### config.mk
export PLATFORM = sky130hd
export DESIGN_NAME = pppoe_passthrough_mac_learner_unit
export DESIGN_NICKNAME = d
export VERILOG_FILES = /design/src/hw/rtl/pmlrn_pkg.sv /design/src/hw/rtl/pmlrn_table.sv /design/src/hw/rtl/pppoe_passthrough_mac_learner_unit.sv
export SDC_FILE = /design/constraint.sdc
export NUM_CORES = 1
export LEC_CHECK = 0
export BUFFER_PORTS_ARGS = -buffer_cell sky130_fd_sc_hd__buf_4
export CORE_UTILIZATION = 38
export CTS_BUF_LIST = sky130_fd_sc_hd__clkbuf_8
export CTS_CLUSTER_DIAMETER = 150
export CTS_CLUSTER_SIZE = 28
export DETAILED_ROUTE_END_ITERATION = 8
export PLACE_DENSITY = 0.51
export SYNTH_ARGS = -nofsm -noshare
export SYNTH_HDL_FRONTEND = slang
export SYNTH_HIERARCHICAL = 1
export SYNTH_SLANG_ARGS = --single-unit
export TNS_END_PERCENT = 30
### constraint.sdc
create_clock -name aclk -period 9.1 [get_ports aclk]
set_clock_uncertainty 0.2 [all_clocks]
set_input_delay 2.73 -clock aclk [delete_from_list [all_inputs] [get_ports aclk]]
set_output_delay 2.73 -clock aclk [all_outputs]
set_load 0.05 [all_outputs]
### src/hw/rtl/pmlrn_pkg.sv
// Types and constants of the PPPoE passthrough MAC learner
package pmlrn_pkg;

    localparam int MAC_W   = 48;
    localparam int ETYPE_W = 16;
    localparam int PORT_W  = 2;
    localparam int ACT_W   = 2;

    localparam logic [ETYPE_W-1:0] ETYPE_PPPOE_DISC = 16'h8863;
    localparam logic [ETYPE_W-1:0] ETYPE_PPPOE_SESS = 16'h8864;

    localparam logic [PORT_W-1:0] PORT_LAN = 2'd0;
    localparam logic [PORT_W-1:0] PORT_WAN = 2'd1;

    localparam logic [ACT_W-1:0] ACT_NONE   = 2'd0;
    localparam logic [ACT_W-1:0] ACT_TO_WAN = 2'd1;
    localparam logic [ACT_W-1:0] ACT_TO_LAN = 2'd2;

    typedef enum logic [3:0] {
        ST_IDLE = 4'b0001,
        ST_READ = 4'b0010,
        ST_CMP  = 4'b0100,
        ST_DONE = 4'b1000
    } state_t;

endpackage

### src/hw/rtl/pmlrn_table.sv
// Address table: single-port write, registered read, shared 48-bit comparator
module pmlrn_table #(
    parameter int TABLE_ENTRIES = 16,
    parameter int IDX_W         = 4
) (
    input  logic                       aclk,
    input  logic                       wr_en,
    input  logic [IDX_W-1:0]           wr_addr,
    input  logic [pmlrn_pkg::MAC_W-1:0] wr_data,
    input  logic                       rd_en,
    input  logic [IDX_W-1:0]           rd_addr,
    input  logic [pmlrn_pkg::MAC_W-1:0] key,
    output logic                       match
);

    logic [pmlrn_pkg::MAC_W-1:0] mem [TABLE_ENTRIES];
    logic [pmlrn_pkg::MAC_W-1:0] rd_data_reg;

    always_ff @(posedge aclk) begin
        if (wr_en) begin
            mem[wr_addr] <= wr_data;
        end
    end

    always_ff @(posedge aclk) begin
        if (rd_en) begin
            rd_data_reg <= mem[rd_addr];
        end
    end

    assign match = (rd_data_reg == key);

endmodule

### src/hw/rtl/pppoe_passthrough_mac_learner_unit.sv
// Top level of the PPPoE passthrough MAC learner
//
// Input channel s_*: one Ethernet header per word (ingress port, ethertype,
// source and destination MAC). Result channel m_*: one word per input word,
// carrying action, newly_learned and table_full. Both use valid/ready.
// cfg_we/cfg_wdata write the enable bit; write it only while the block is idle.
//
// A frame that is not handled (disabled, other ethertype, other port) goes
// from acceptance straight to ST_DONE, as does a handled one while the table
// is empty. Otherwise the table is searched one entry at a time (memory read
// in ST_READ, then compare on the shared comparator in ST_CMP), stopping at
// the first hit or after the last stored entry. s_ready rises again at the
// edge that loads the result; no new word is taken while one is in flight.
//
// The result sits in an output register; the next word is taken and searched
// while it waits, and only the next load waits for m_ready.
// Reset clears the entry count, the enable bit and all handshake state; the
// table contents are not cleared, as only entries below the count are read.
// Usable capacity is TABLE_ENTRIES-1 addresses; once full, new LAN sources are
// forwarded with table_full set and are not learned.
module pppoe_passthrough_mac_learner_unit #(
    parameter int TABLE_ENTRIES = 16
) (
    input  logic                          aclk,
    input  logic                          aresetn,
    input  logic                          cfg_we,
    input  logic                          cfg_wdata,
    input  logic                          s_valid,
    output logic                          s_ready,
    input  logic [pmlrn_pkg::PORT_W-1:0]  s_ingress_port,
    input  logic [pmlrn_pkg::ETYPE_W-1:0] s_ether_type,
    input  logic [pmlrn_pkg::MAC_W-1:0]   s_source_mac,
    input  logic [pmlrn_pkg::MAC_W-1:0]   s_dest_mac,
    output logic                          m_valid,
    input  logic                          m_ready,
    output logic [pmlrn_pkg::ACT_W-1:0]   m_action,
    output logic                          m_newly_learned,
    output logic                          m_table_full
);

    // count never exceeds TABLE_ENTRIES-1, so index width suffices for it
    localparam int IDX_W = (TABLE_ENTRIES > 2) ? $clog2(TABLE_ENTRIES) : 1;
    localparam logic [IDX_W-1:0] LAST_CNT = IDX_W'(TABLE_ENTRIES - 1);

    pmlrn_pkg::state_t state_reg, state_next;

    logic                         enable_reg;
    logic [IDX_W-1:0]             count_reg, count_next;
    logic [IDX_W-1:0]             idx_reg, idx_next;
    logic                         handled_reg, handled_next;  // PPPoE on LAN or WAN, enabled
    logic                         lan_reg, lan_next;          // LAN side: learn path
    logic                         hit_reg, hit_next;
    logic [pmlrn_pkg::MAC_W-1:0]  key_reg, key_next;

    logic                         out_valid_reg, out_valid_next;
    logic [pmlrn_pkg::ACT_W-1:0]  action_reg, action_next;
    logic                         learned_reg, learned_next;
    logic                         full_reg, full_next;

    logic             accept;
    logic             in_handled;
    logic             load;
    logic             rd_en;
    logic             wr_en;
    logic             match;
    logic [IDX_W-1:0] idx_plus;

    assign s_ready = (state_reg == pmlrn_pkg::ST_IDLE);
    assign accept  = s_valid && s_ready;

    assign in_handled = enable_reg
        && ((s_ether_type == pmlrn_pkg::ETYPE_PPPOE_DISC)
            || (s_ether_type == pmlrn_pkg::ETYPE_PPPOE_SESS))
        && ((s_ingress_port == pmlrn_pkg::PORT_LAN)
            || (s_ingress_port == pmlrn_pkg::PORT_WAN));

    assign idx_plus = idx_reg + 1'b1;
    assign rd_en    = (state_reg == pmlrn_pkg::ST_READ);
    // output register free, or being emptied this cycle
    assign load     = (state_reg == pmlrn_pkg::ST_DONE) && (!out_valid_reg || m_ready);
    // learn a new LAN source while a free slot remains
    assign wr_en    = load && handled_reg && lan_reg && !hit_reg && (count_reg != LAST_CNT);

    pmlrn_table #(
        .TABLE_ENTRIES (TABLE_ENTRIES),
        .IDX_W         (IDX_W)
    ) u_table (
        .aclk    (aclk),
        .wr_en   (wr_en),
        .wr_addr (count_reg),
        .wr_data (key_reg),
        .rd_en   (rd_en),
        .rd_addr (idx_reg),
        .key     (key_reg),
        .match   (match)
    );

    // sequencer
    always_comb begin
        state_next   = state_reg;
        idx_next     = idx_reg;
        handled_next = handled_reg;
        lan_next     = lan_reg;
        hit_next     = hit_reg;
        key_next     = key_reg;
        count_next   = count_reg;

        unique case (state_reg)
            pmlrn_pkg::ST_IDLE: begin
                if (accept) begin
                    handled_next = in_handled;
                    lan_next     = (s_ingress_port == pmlrn_pkg::PORT_LAN);
                    key_next     = (s_ingress_port == pmlrn_pkg::PORT_LAN) ?
                                   s_source_mac : s_dest_mac;
                    hit_next     = 1'b0;
                    idx_next     = '0;
                    if (in_handled && (count_reg != '0)) begin
                        state_next = pmlrn_pkg::ST_READ;
                    end else begin
                        state_next = pmlrn_pkg::ST_DONE;
                    end
                end
            end
            pmlrn_pkg::ST_READ: begin
                state_next = pmlrn_pkg::ST_CMP;
            end
            pmlrn_pkg::ST_CMP: begin
                if (match) begin
                    hit_next   = 1'b1;
                    state_next = pmlrn_pkg::ST_DONE;
                end else if (idx_plus == count_reg) begin
                    state_next = pmlrn_pkg::ST_DONE;
                end else begin
                    idx_next   = idx_plus;
                    state_next = pmlrn_pkg::ST_READ;
                end
            end
            pmlrn_pkg::ST_DONE: begin
                if (load) begin
                    state_next = pmlrn_pkg::ST_IDLE;
                end
                if (wr_en) begin
                    count_next = count_reg + 1'b1;
                end
            end
            default: begin
                state_next = pmlrn_pkg::ST_IDLE;
            end
        endcase
    end

    // result register
    always_comb begin
        out_valid_next = out_valid_reg;
        action_next    = action_reg;
        learned_next   = learned_reg;
        full_next      = full_reg;

        if (load) begin
            out_valid_next = 1'b1;
            learned_next   = wr_en;
            full_next      = handled_reg && lan_reg && !hit_reg && (count_reg == LAST_CNT);
            if (!handled_reg) begin
                action_next = pmlrn_pkg::ACT_NONE;
            end else if (lan_reg) begin
                action_next = pmlrn_pkg::ACT_TO_WAN;
            end else if (hit_reg) begin
                action_next = pmlrn_pkg::ACT_TO_LAN;
            end else begin
                action_next = pmlrn_pkg::ACT_NONE;
            end
        end else if (m_ready) begin
            out_valid_next = 1'b0;
        end
    end

    always_ff @(posedge aclk) begin
        if (!aresetn) begin
            state_reg     <= pmlrn_pkg::ST_IDLE;
            enable_reg    <= 1'b0;
            count_reg     <= '0;
            out_valid_reg <= 1'b0;
        end else begin
            state_reg     <= state_next;
            count_reg     <= count_next;
            out_valid_reg <= out_valid_next;
            if (cfg_we) begin
                enable_reg <= cfg_wdata;
            end
        end
    end

    always_ff @(posedge aclk) begin
        idx_reg     <= idx_next;
        handled_reg <= handled_next;
        lan_reg     <= lan_next;
        hit_reg     <= hit_next;
        key_reg     <= key_next;
        action_reg  <= action_next;
        learned_reg <= learned_next;
        full_reg    <= full_next;
    end

    assign m_valid         = out_valid_reg;
    assign m_action        = action_reg;
    assign m_newly_learned = learned_reg;
    assign m_table_full    = full_reg;

endmodule

==> results.md <==
* Worst Max-Slew Pin Slew at 0.954 ns
* Ports at 126
* Nature of the critical path endpoint: register
* Yosys synthesis warning count at 6
* Multi-input combinational cell area at 0.00710 mm2
* Number of synthesized flops with an enable pin at 875
* Total of max-cap violations at 0
* Crit path from: m_ready
* Max Root-Sink Buffers at 3
* Final global-route overflow total at 0
* Final Hold Vio Count at 0
* Hold Crit Start: enable_reg
* First-pass GRT wire length at 107000 um
* Finished Layout Cells at 2818
* Largest net degree at the start of global routing at 113
* Max IR drop VDD at 0.115 mV
* Most common cell after layout, fill and taps aside: edfxtp_1
* Row count at 109
* Gr usage total at 16.2%
* Type of the most critical hold path: reg -> reg
* CTS sink cnt at 885
* Fillers at 7658
* Final Wtd Congestion at 0.709
* Arrival @ worst endpoint at 5.14 ns
* DPL Wire Length at 37800 um
* # resized after CTS at 0
* Die area at 0.0901 mm2
* Vias in the first global route at 16253
* Setup-failing EPs final at 0
* FF-to-FF path depth at 7
* Wire per inst at 25.6 um
* Sequential-to-total area share from yosys stat at 78.3%
* Core ar. at 0.0882 mm2
* # Post-CTS Setup Buffers at 0
* Top-area cell type share of the netlist area at 77.7%
* Routed WL at 72100 um
* Async SR Flop Fraction at 0%
* Max Slew Vio Count at 0
* Initial Util at 38.3%
* Synth cell types at 45
* Most frequent cells in the layout: edfxtp_1, mux4_2, buf_4
* Vias per cell at 5.38
* Mapped Avg Cell Area at 22.3 um2
* Slew HR at 36.4%
* #FFs+latches synth at 885
* Flop2flop setup slack at 5.49 ns
* DR iter-0 viols at 1186
* Share of cells above drive strength 1 at 28.1%
* Data required time of the worst path at 9.23 ns
* Tcrit/Tclk final at 55.1%
* Outcome: completed
* CTS tree: yes
* PD cells at 177 mW/mm2
* # DRC at 0
* TritonCTS buffer count at 37
* Critical Path Source Type: primary input
* FF-to-FF End: u_table/mem[10][13]
* Setup TNS at 0 ns
* Leak pwr at 11.3 nW
* Placed insts at 2769
* Final min period at 5.01 ns
* Clk slew on worst S/H paths at 0.16 ns
* Largest area contributor in the netlist: edfxtp_1
* RSZ-0062 raised after global routing: no
* Hold Path Cell Cnt at 2
* Max Clk Rate at 200 MHz
* Worst hold endpoint: enable_reg
* Cells after synthesis at 1513
* Reg2Reg Launch Point: count_reg[0]
* Vias after detailed routing at 15158
* Final ANT Viol Nets at 0
* Clk root buf: clkbuf_8
* Port bufs at 125
* Max FFs per register at 768
* Die Ht at 300 um
* Final Util at 41.8%
* Clock Latency Late Sink at 0.69 ns
* Htree depth at 2
* Ys flop type: edfxtp_1
* Kind of critical path: in -> reg
* Hold bufs inserted after CTS at 0
* Initial antenna violation count at 1
* Mapped Area at 0.0338 mm2
* Max Fanout on Critical Path at 28
* Syn nets at 1636
* Largest cells by area after synthesis: edfxtp_1, mux4_2, a22oi_1
* Layout area overhead at 9.14%
* Reg area at 0.0265 mm2
* Nets at 1766
* DRT Pass-1 Iters at 5
* Die X at 300 um
==> routing by layer <==
layer	part of all wire, %	global-route usage, %	vias up
li1	-	-	6529
met1	44	22.8	8260
met2	50	27.3	312
met3	3.9	1.80	57
met4	1.4	3.06	0
met5	0	0	-
==> how the worst max path moves through the flow <==
stage / end / slack, ns
after floorplan: u_table/mem[0][0] / 1.44
after global placement: u_table/mem[10][7] / 3.39
after detailed placement: u_table/mem[10][17] / 3.37
after CTS: u_table/mem[10][1] / 4.15
after global routing: u_table/mem[10][13] / 3.97
final: u_table/mem[10][13] / 4.09
==> critical path, stage by stage <==
cell and delay (ns):
buf_4 0.08, nand2b_1 0.17, nand4_2 0.20, inv_1 0.20
nand3b_1 0.31, nor2_4 0.80, buf_4 0.60
==> synthesized netlist by cell type, drive strengths merged, types with 8 or more instances <==
cell    number
dfxtp       10
mux2        48
xor2        52
clkbuf      29
nor2        25
a22oi       96
inv          8
nor4        13
buf         39
nand2       54
edfxtp     875
mux4       192
==> where the power goes <==
group / internal (W) / leakage (nW) / switching [W]
clock: 0.000401 / 0.325 / 0.00114
combinational: 0.000176 / 3.03 / 0.000188
sequential: 0.00454 / 7.98 / 0.0000815
==> through the flow <==
step           instance area (um2)  total power [W]  hold slack (ns)  setup slack [ns]
2_1_floorplan                33800          0.00491            0.252              1.44
3_5_place_dp                 36300          0.00509            0.280              3.37
5_1_grt                      36900          0.00676            0.361              3.97
6_report                     36900          0.00652            0.314              4.09
4_1_cts                      36900          0.00661            0.323              4.15
3_3_place_gp                 36300          0.00508            0.279              3.39
==> final cells by class <==
cell class / count / area share (%)
sequential: 885 / 71.8
multi-input combinational: 552 / 19.3
tap: 1165 / 3.95
timing repair buffer: 159 / 3.34
clock buffer: 39 / 1.46
clock inverter: 9 / 0.136
inverter: 8 / 0.0814
antenna: 1 / 0.00678
==> logic make-up after synthesis <==
| group | synth area share [%] |
|---|---|
| flip-flops | 78.3 |
| multiplexers | 14.5 |
| AND/OR/NAND/NOR | 2.15 |
| AO/OA/AOI/OAI | 2.38 |
| buffers and inverters | 1.08 |
| XOR/XNOR | 1.48 |
| adder cells (fa/ha/maj) | 0.111 |
Power figures use the tool's default switching activity.
